### src/rtl/core/overwriting_frame_ring_assert.svh
// Assertion macros used by the frame ring top level.
`ifndef OVERWRITING_FRAME_RING_ASSERT_SVH
`define OVERWRITING_FRAME_RING_ASSERT_SVH

// Same-cycle implication, checked out of reset.
`define OFR_ASSERT_NOW(label, clk, rst_n, ante, cons) \
    label: assert property (@(posedge clk) disable iff (!rst_n) (ante) |-> (cons)) \
        else $error("frame ring check failed");

// Next-cycle implication, checked out of reset.
`define OFR_ASSERT_NEXT(label, clk, rst_n, ante, cons) \
    label: assert property (@(posedge clk) disable iff (!rst_n) (ante) |=> (cons)) \
        else $error("frame ring check failed");

`endif

### src/rtl/core/ofr_pkg.sv
package ofr_pkg;

    localparam int SLOTS_DEF     = 4;
    localparam int MAX_FRAME_DEF = 64;
    localparam int CFG_W         = 7;
    localparam int LEN_W         = CFG_W + 1;

    localparam logic ACT_WRITE = 1'b0;
    localparam logic ACT_READ  = 1'b1;

    typedef struct packed {
        logic       action;
        logic [7:0] write_byte;
    } in_t;

    typedef struct packed {
        logic [7:0] out_byte;
        logic       last_byte;
        logic       empty_res;
    } out_t;

    typedef enum logic [1:0] {
        ST_IDLE,
        ST_FETCH,
        ST_SHOW,
        ST_EMPTY
    } state_t;

    // Controller to datapath commands
    typedef struct packed {
        logic write;       // store one byte, advance on frame end
        logic start;       // begin reading the oldest frame
        logic fetch;       // read one byte from the store
        logic step;        // move to the next byte of the frame
        logic finish;      // release the frame just read
        logic show_empty;  // present the empty result
    } cmd_t;

    // Datapath to controller status
    typedef struct packed {
        logic empty;  // no stored frame
        logic last;   // read position is the frame's final byte
    } status_t;

endpackage

### src/rtl/core/ofr_ctrl.sv
module ofr_ctrl (
    input  logic             clk,
    input  logic             rst_n,
    input  logic             req_valid,
    input  logic             req_action,
    output logic             req_ready,
    output logic             rsp_valid,
    input  logic             rsp_ready,
    input  ofr_pkg::status_t status,
    output ofr_pkg::cmd_t    cmd
);

    ofr_pkg::state_t state_reg;
    ofr_pkg::state_t state_next;

    // State register
    always_ff @(posedge clk or negedge rst_n)
    begin
        if (!rst_n)
        begin
            state_reg <= ofr_pkg::ST_IDLE;
        end
        else
        begin
            state_reg <= state_next;
        end
    end

    // Next state and commands
    always_comb
    begin
        state_next = state_reg;
        req_ready  = 1'b0;
        rsp_valid  = 1'b0;
        cmd        = '0;
        unique case (state_reg)
            ofr_pkg::ST_IDLE:
            begin
                req_ready = 1'b1;
                if (req_valid)
                begin
                    if (req_action == ofr_pkg::ACT_WRITE)
                    begin
                        cmd.write = 1'b1;
                    end
                    else if (status.empty)
                    begin
                        state_next = ofr_pkg::ST_EMPTY;
                    end
                    else
                    begin
                        cmd.start  = 1'b1;
                        state_next = ofr_pkg::ST_FETCH;
                    end
                end
            end
            ofr_pkg::ST_FETCH:
            begin
                cmd.fetch  = 1'b1;
                state_next = ofr_pkg::ST_SHOW;
            end
            ofr_pkg::ST_SHOW:
            begin
                rsp_valid = 1'b1;
                if (rsp_ready)
                begin
                    if (status.last)
                    begin
                        cmd.finish = 1'b1;
                        state_next = ofr_pkg::ST_IDLE;
                    end
                    else
                    begin
                        cmd.step   = 1'b1;
                        state_next = ofr_pkg::ST_FETCH;
                    end
                end
            end
            ofr_pkg::ST_EMPTY:
            begin
                rsp_valid      = 1'b1;
                cmd.show_empty = 1'b1;
                if (rsp_ready)
                begin
                    state_next = ofr_pkg::ST_IDLE;
                end
            end
            default:
            begin
                state_next = ofr_pkg::ST_IDLE;
            end
        endcase
    end

endmodule

### src/rtl/core/ofr_dp.sv
module ofr_dp #(
    parameter int SLOTS     = ofr_pkg::SLOTS_DEF,
    parameter int MAX_FRAME = ofr_pkg::MAX_FRAME_DEF
) (
    input  logic                      clk,
    input  logic                      rst_n,
    input  logic                      cfg_we,
    input  logic [ofr_pkg::CFG_W-1:0] cfg_data,
    input  logic [7:0]                write_byte,
    input  ofr_pkg::cmd_t             cmd,
    output ofr_pkg::status_t          status,
    output ofr_pkg::out_t             rsp_data
);

    localparam int SLOT_W = $clog2(SLOTS);
    localparam int POS_W  = (MAX_FRAME > 1) ? $clog2(MAX_FRAME) : 1;
    localparam int DEPTH  = SLOTS * MAX_FRAME;
    localparam int ADDR_W = $clog2(DEPTH);
    localparam int CFG_W  = ofr_pkg::CFG_W;
    localparam int LEN_W  = ofr_pkg::LEN_W;

    logic [7:0]        frame_mem [DEPTH];
    logic [7:0]        rd_data_reg;

    logic [CFG_W-1:0]  frame_len_reg;
    logic [SLOT_W-1:0] wr_slot_reg;
    logic [SLOT_W-1:0] wr_slot_next;
    logic [SLOT_W-1:0] rd_slot_reg;
    logic [SLOT_W-1:0] rd_slot_next;
    logic [CFG_W-1:0]  bytes_reg;
    logic [CFG_W-1:0]  bytes_next;
    logic [POS_W-1:0]  rd_pos_reg;
    logic [POS_W-1:0]  rd_pos_next;

    logic [CFG_W-1:0]  eff_len;
    logic [POS_W-1:0]  wr_pos;
    logic [ADDR_W-1:0] wr_addr;
    logic [ADDR_W-1:0] rd_addr;
    logic              frame_done;
    logic [SLOT_W-1:0] wr_slot_adv;

    function automatic logic [SLOT_W-1:0] slot_after(input logic [SLOT_W-1:0] s);
        return (s == SLOT_W'(SLOTS - 1)) ? '0 : s + 1'b1;
    endfunction

    // Clamp the configured length into 1..MAX_FRAME
    always_comb
    begin
        priority if (frame_len_reg == '0)
        begin
            eff_len = CFG_W'(1);
        end
        else if (frame_len_reg > CFG_W'(MAX_FRAME))
        begin
            eff_len = CFG_W'(MAX_FRAME);
        end
        else
        begin
            eff_len = frame_len_reg;
        end
    end

    // Store addresses
    assign wr_pos     = (bytes_reg > CFG_W'(MAX_FRAME - 1)) ? POS_W'(MAX_FRAME - 1)
                                                             : POS_W'(bytes_reg);
    assign wr_addr    = ADDR_W'(wr_slot_reg * MAX_FRAME) + ADDR_W'(wr_pos);
    assign rd_addr    = ADDR_W'(rd_slot_reg * MAX_FRAME) + ADDR_W'(rd_pos_reg);
    assign frame_done = (LEN_W'(bytes_reg) + LEN_W'(1)) >= LEN_W'(eff_len);
    assign wr_slot_adv = slot_after(wr_slot_reg);

    // Status toward the controller
    assign status.empty = (wr_slot_reg == rd_slot_reg);
    assign status.last  = (LEN_W'(rd_pos_reg) + LEN_W'(1)) == LEN_W'(eff_len);

    // Index and counter updates
    always_comb
    begin
        wr_slot_next = wr_slot_reg;
        rd_slot_next = rd_slot_reg;
        bytes_next   = bytes_reg;
        rd_pos_next  = rd_pos_reg;
        if (cmd.write)
        begin
            if (frame_done)
            begin
                bytes_next   = '0;
                wr_slot_next = wr_slot_adv;
                // Drop the oldest frame when the ring wraps onto it
                if (wr_slot_adv == rd_slot_reg)
                begin
                    rd_slot_next = slot_after(rd_slot_reg);
                end
            end
            else
            begin
                bytes_next = bytes_reg + 1'b1;
            end
        end
        if (cmd.start)
        begin
            rd_pos_next = '0;
        end
        if (cmd.step)
        begin
            rd_pos_next = rd_pos_reg + 1'b1;
        end
        if (cmd.finish)
        begin
            rd_slot_next = slot_after(rd_slot_reg);
        end
    end

    always_ff @(posedge clk or negedge rst_n)
    begin
        if (!rst_n)
        begin
            frame_len_reg <= CFG_W'(1);
            wr_slot_reg   <= '0;
            rd_slot_reg   <= '0;
            bytes_reg     <= '0;
            rd_pos_reg    <= '0;
        end
        else
        begin
            if (cfg_we)
            begin
                frame_len_reg <= cfg_data;
            end
            wr_slot_reg <= wr_slot_next;
            rd_slot_reg <= rd_slot_next;
            bytes_reg   <= bytes_next;
            rd_pos_reg  <= rd_pos_next;
        end
    end

    // Frame store: one write or one registered read per cycle
    always_ff @(posedge clk)
    begin
        if (cmd.write)
        begin
            frame_mem[wr_addr] <= write_byte;
        end
        if (cmd.fetch)
        begin
            rd_data_reg <= frame_mem[rd_addr];
        end
    end

    // Result payload
    always_comb
    begin
        if (cmd.show_empty)
        begin
            rsp_data.out_byte  = 8'd0;
            rsp_data.last_byte = 1'b1;
            rsp_data.empty_res = 1'b1;
        end
        else
        begin
            rsp_data.out_byte  = rd_data_reg;
            rsp_data.last_byte = status.last;
            rsp_data.empty_res = 1'b0;
        end
    end

endmodule

### src/rtl/core/overwriting_frame_ring.sv
// Overwriting frame ring: SLOTS slots of frame_length bytes in one store.
// Request channel (req_valid/req_ready/req_data): action 0 writes one frame
// byte, action 1 reads the oldest stored frame. Response channel
// (rsp_valid/rsp_ready/rsp_data) returns the read bytes in order, last_byte
// set on the final one; a read of an empty ring returns one result with
// empty_res and last_byte set. One item is worked on at a time.
// A write transfer is handled in the idle state without leaving it. For
// each byte of a read the controller passes through a fetch state for the
// registered store read and then a show state presenting the byte on the
// response channel, so the first byte is offered after the fetch state that
// follows the request transfer. An empty read goes to the empty state. A full
// ring (SLOTS-1 frames) drops its oldest frame when another is completed.
// When the receiver stalls, the current byte holds on rsp_data and no
// request is taken until the frame has drained. cfg_we/cfg_data set
// frame_length (0 acts as 1, above MAX_FRAME acts as MAX_FRAME); write it
// only while idle. Reset empties the ring and sets frame_length to 1; the
// store itself is not cleared and needs no clearing pass.
module overwriting_frame_ring #(
    parameter int SLOTS     = ofr_pkg::SLOTS_DEF,
    parameter int MAX_FRAME = ofr_pkg::MAX_FRAME_DEF
) (
    input  logic                      clk,
    input  logic                      rst_n,
    input  logic                      req_valid,
    output logic                      req_ready,
    input  ofr_pkg::in_t              req_data,
    output logic                      rsp_valid,
    input  logic                      rsp_ready,
    output ofr_pkg::out_t             rsp_data,
    input  logic                      cfg_we,
    input  logic [ofr_pkg::CFG_W-1:0] cfg_data
);

    `include "overwriting_frame_ring_assert.svh"

    ofr_pkg::cmd_t    cmd;
    ofr_pkg::status_t status;

    ofr_ctrl u_ctrl (
        .clk        (clk),
        .rst_n      (rst_n),
        .req_valid  (req_valid),
        .req_action (req_data.action),
        .req_ready  (req_ready),
        .rsp_valid  (rsp_valid),
        .rsp_ready  (rsp_ready),
        .status     (status),
        .cmd        (cmd)
    );

    ofr_dp #(
        .SLOTS     (SLOTS),
        .MAX_FRAME (MAX_FRAME)
    ) u_dp (
        .clk        (clk),
        .rst_n      (rst_n),
        .cfg_we     (cfg_we),
        .cfg_data   (cfg_data),
        .write_byte (req_data.write_byte),
        .cmd        (cmd),
        .status     (status),
        .rsp_data   (rsp_data)
    );

    // Requests are never taken while a result is pending
    `OFR_ASSERT_NOW(a_no_overlap, clk, rst_n, rsp_valid, !req_ready)
    // A frame is released only on its final byte
    `OFR_ASSERT_NOW(a_finish_last, clk, rst_n, cmd.finish, status.last && rsp_ready)
    // In the cycle after an accepted read of a stored frame, the store read is done and no result is offered
    `OFR_ASSERT_NEXT(a_fetch_first, clk, rst_n,
        req_valid && req_ready && req_data.action == ofr_pkg::ACT_READ && !status.empty,
        cmd.fetch && !rsp_valid)
    // An empty result is always a single final result
    `OFR_ASSERT_NOW(a_empty_last, clk, rst_n, rsp_valid && rsp_data.empty_res,
        rsp_data.last_byte && rsp_data.out_byte == 8'd0)

endmodule
### config.mk
export PLATFORM = sky130hd
export DESIGN_NAME = overwriting_frame_ring
export DESIGN_NICKNAME = d
export VERILOG_FILES = /design/src/rtl/core/ofr_pkg.sv /design/src/rtl/core/ofr_ctrl.sv /design/src/rtl/core/ofr_dp.sv /design/src/rtl/core/overwriting_frame_ring.sv
export VERILOG_INCLUDE_DIRS = /design/src /design/src/rtl/core
export SDC_FILE = /design/constraint.sdc
export NUM_CORES = 2
export LEC_CHECK = 0
export ABC_CLOCK_PERIOD_IN_PS = 7550
export BUFFER_PORTS_ARGS = -buffer_cell sky130_fd_sc_hd__clkbuf_2
export CAP_MARGIN = 10
export CORE_UTILIZATION = 40
export CTS_CLUSTER_DIAMETER = 30
export CTS_CLUSTER_SIZE = 30
export DETAILED_ROUTE_END_ITERATION = 7
export PLACE_DENSITY = 0.52
export RECOVER_POWER = 100
export SLEW_MARGIN = 20
export SYNTH_ARGS = -nofsm -noshare
export SYNTH_HDL_FRONTEND = slang
export SYNTH_SLANG_ARGS = --single-unit
### constraint.sdc
create_clock -name clk -period 7.55 [get_ports clk]
set_input_delay 0.3775 -clock clk [delete_from_list [all_inputs] [get_ports clk]]
set_output_delay 0.3775 -clock clk [all_outputs]
set_load 0.01 [all_outputs]
==> results_dict.tcl <==
set metrics [dict create \
    status "complete, but fails checks" \
    violations "capacitance limit, slew limit" \
    first_pass_iters 5 \
    ys_seq_area_frac 0.763 \
    p_leak_nw 32.1 \
    grt_max_degree 177 \
    synth_edf_count 2056 \
    postSynthAreaPerCell_um2 20.9 \
    gp_congestion 0.850 \
    drive_gt1_frac 0.281 \
    start_util 0.403 \
    dpl_cell_area_um2 85200 \
    syn_to_final_growth_pct 22.4 \
    startpoint_type "flop" \
    yosysUniqueCellTypes 75 \
    stdcell_count 7355 \
    utilization 0.494 \
    rsz0062_at_grt "no" \
    ioPinCount 33 \
    fp.dieH_um 454 \
    root_buffer "clkbuf_16" \
    fin_ws_ps 1450 \
    drv_cap 37 \
    timing.fmax_mhz 164 \
    total_power_mw 40.9 \
    place_ws_ps 2970 \
    period_share 0.807 \
    wl_per_cell_um 32.3 \
    grt_pass1_vias 43300 \
    yosys_most_used_dff "edfxtp_1" \
    hold_viol_final 0 \
    cts_buffer_depth 4 \
    port_buffers 32 \
    nNetsFinal 4345 \
    post_cts_resize_count 0 \
    post-dp-hpwl_um 141000 \
    wl_um 238000 \
    crit_path_end_kind "flop" \
    hp-class "in -> reg" \
    fp.dieArea_um2 206000 \
    vias 42300 \
    critical_path_class "reg -> reg" \
    largest_reg_flops 2048 \
    antenna_found_initial 14 \
    rrSetupSlack_ps 1450 \
    drc 0 \
    synth_nets 3957 \
    ys_ff_latch 2082 \
    syn_area_um2 81800 \
    core_um2 203000 \
    overflow 0 \
    rows 165 \
    clock_skew_ps 93.2 \
    cp.arrival_ps 6780 \
    worst_ep_required_time_ps 8230 \
    worst_pin_slew_ps 5590 \
    yosysWarnings 0 \
    synthCells 3922 \
    die_w_um 454 \
    cts_tree "yes" \
    period_minus_slack_ps 6100 \
    critPathMaxFanout 35 \
    dp_cells 6502 \
    clk_pin_slew_worst_paths_ps 40 \
    finalSetupViolCount 0 \
    cts_max_level 5 \
    drtAntennaViolNets 0 \
    yosys.area.top_type "edfxtp_1" \
    yosysMostFrequentCell "edfxtp_1" \
    numCtsBuffers 449 \
    finalInstanceArea_um2 100000 \
    relSlewSlack -2.73 \
    first_iter_violations 4501 \
    netlist_top_cells_area "edfxtp_1, mux4_2, mux2i_1" \
    slew_violations 1514 \
    ir_worst_vdd_v 0.000237 \
    viasPerCell 5.75 \
    synth_commonest_cells "edfxtp_1, mux4_2, nor2_1, mux2i_1, clkbuf_1" \
    yosysTopAreaCellShare 0.755 \
    p_per_area_nw_per_um2 408 \
    synth_async_sr_flop_share 0.0125 \
    clk_latency_ps 980 \
    hold_ws_ps 301 \
    numClockSinks 2082 \
    grtUsageTotal 0.232 \
    grt_pass1_wl_um 336000 \
    fin_tns_setup_ps 0 \
    n_fill_cell 16500 \
]
==> kinds of logic after synthesis <==
kind of cell    count (synthesis)  share of synthesized area
mux                           688                      0.158
buf+inv                       250                     0.0175
flops                        2082                      0.763
xor+xnor                       14                    0.00184
compound gates                359                     0.0309
fa+ha+maj                      14                    0.00214
simple gates                  515                     0.0270
==> area by class of cell <==
cell class                 instances  area, µm²  area share
antenna                            9       22.5    0.000225
clock buffer                     504      11500       0.115
clock inverter                   311       3370      0.0337
inverter                          10       40.0    0.000400
multi-input combinational       1590      18000       0.180
sequential                      2082      62400       0.623
tap                             2672       3340      0.0334
timing repair buffer             177       1360      0.0136
==> critical path: stages, from the launching register on <==
cell and delay (ps):
dfrtp_1 1870, buf_4 570, buf_4 560, mux4_2 400, mux2i_1 320, o22ai_1 160, nor4_1 1320, a21oi_1 210
a32o_1 330
==> layout by cell type (no fill, tap or decap), drive strengths merged, types with 5 or more instances in the layout <==
cell         netlist  routed
a211o              6       6
a211oi            27      27
a21o               5       5
a21oi             63      63
a221oi            33      33
a22o              19      19
a22oi             40      40
a31oi             14      14
and2              17      17
buf              141      81
bufinv             0      65
clkbuf            99     573
clkinv             0     189
clkinvlp           0      44
dfrtp             25      25
diode              0       9
dlygate4sd3        0      27
edfxtp          2056    2056
ha                14      14
inv               10      23
mux2              21      21
mux2i            189     189
mux4             478     478
nand2             96      96
nand2b            12      12
nand3             39      39
nand4              6       6
nor2             296     296
nor2b             14      14
nor3              11      11
nor3b              7       7
o211ai             9       9
o21ai             64      64
o221ai            25      25
o22ai             13      13
o32ai              5       5
xnor2              6       6
xor2               6       6
==> repair_timing <==
item                                   CTS  global route
hold buffers                            28             0
setup buffers                            0             0
endpoints found under the hold margin  134             0
==> report_power, final <==
group | internal, mW | total [mW] | switching (mW) | leakage, nW
registers | 12.9 | 13.1 | 0.243 | 18.8
logic | 3.43 | 8.63 | 5.20 | 6.12
clock network | 13.0 | 19.1 | 6.10 | 7.20
==> routing by layer <==
metal,wire (µm),global-route usage,vias up,part of all wire
li1,-,-,17300,-
met1,101000,0.325,22700,0.42
met2,110000,0.349,1873,0.46
met3,19600,0.0586,441,0.083
met4,7670,0.0849,4,0.032
met5,26,0,-,0.00011
==> final timing paths <==
kind | start | end | cells after the start
max | u_dp.rd_pos_reg[1]$_DFFE_PN0P_ | u_dp.rd_data_reg[7]$_DFFE_PP_ | 8
min | req_data[0] | u_dp.frame_mem[32][0]$_DFFE_PP_ | 1
max reg2reg | u_dp.rd_pos_reg[1]$_DFFE_PN0P_ | u_dp.rd_data_reg[7]$_DFFE_PP_ | 8
min reg2reg | u_dp.bytes_reg[5]$_DFFE_PN0P_ | u_dp.bytes_reg[5]$_DFFE_PN0P_ | 2
max in group asynchronous | rst_n | u_dp.rd_pos_reg[0]$_DFFE_PN0P_ | 4
min in group asynchronous | rst_n | u_dp.frame_len_reg[0]$_DFFE_PN1P_ | 3
Note: power is estimated with default switching activity, not from simulation.
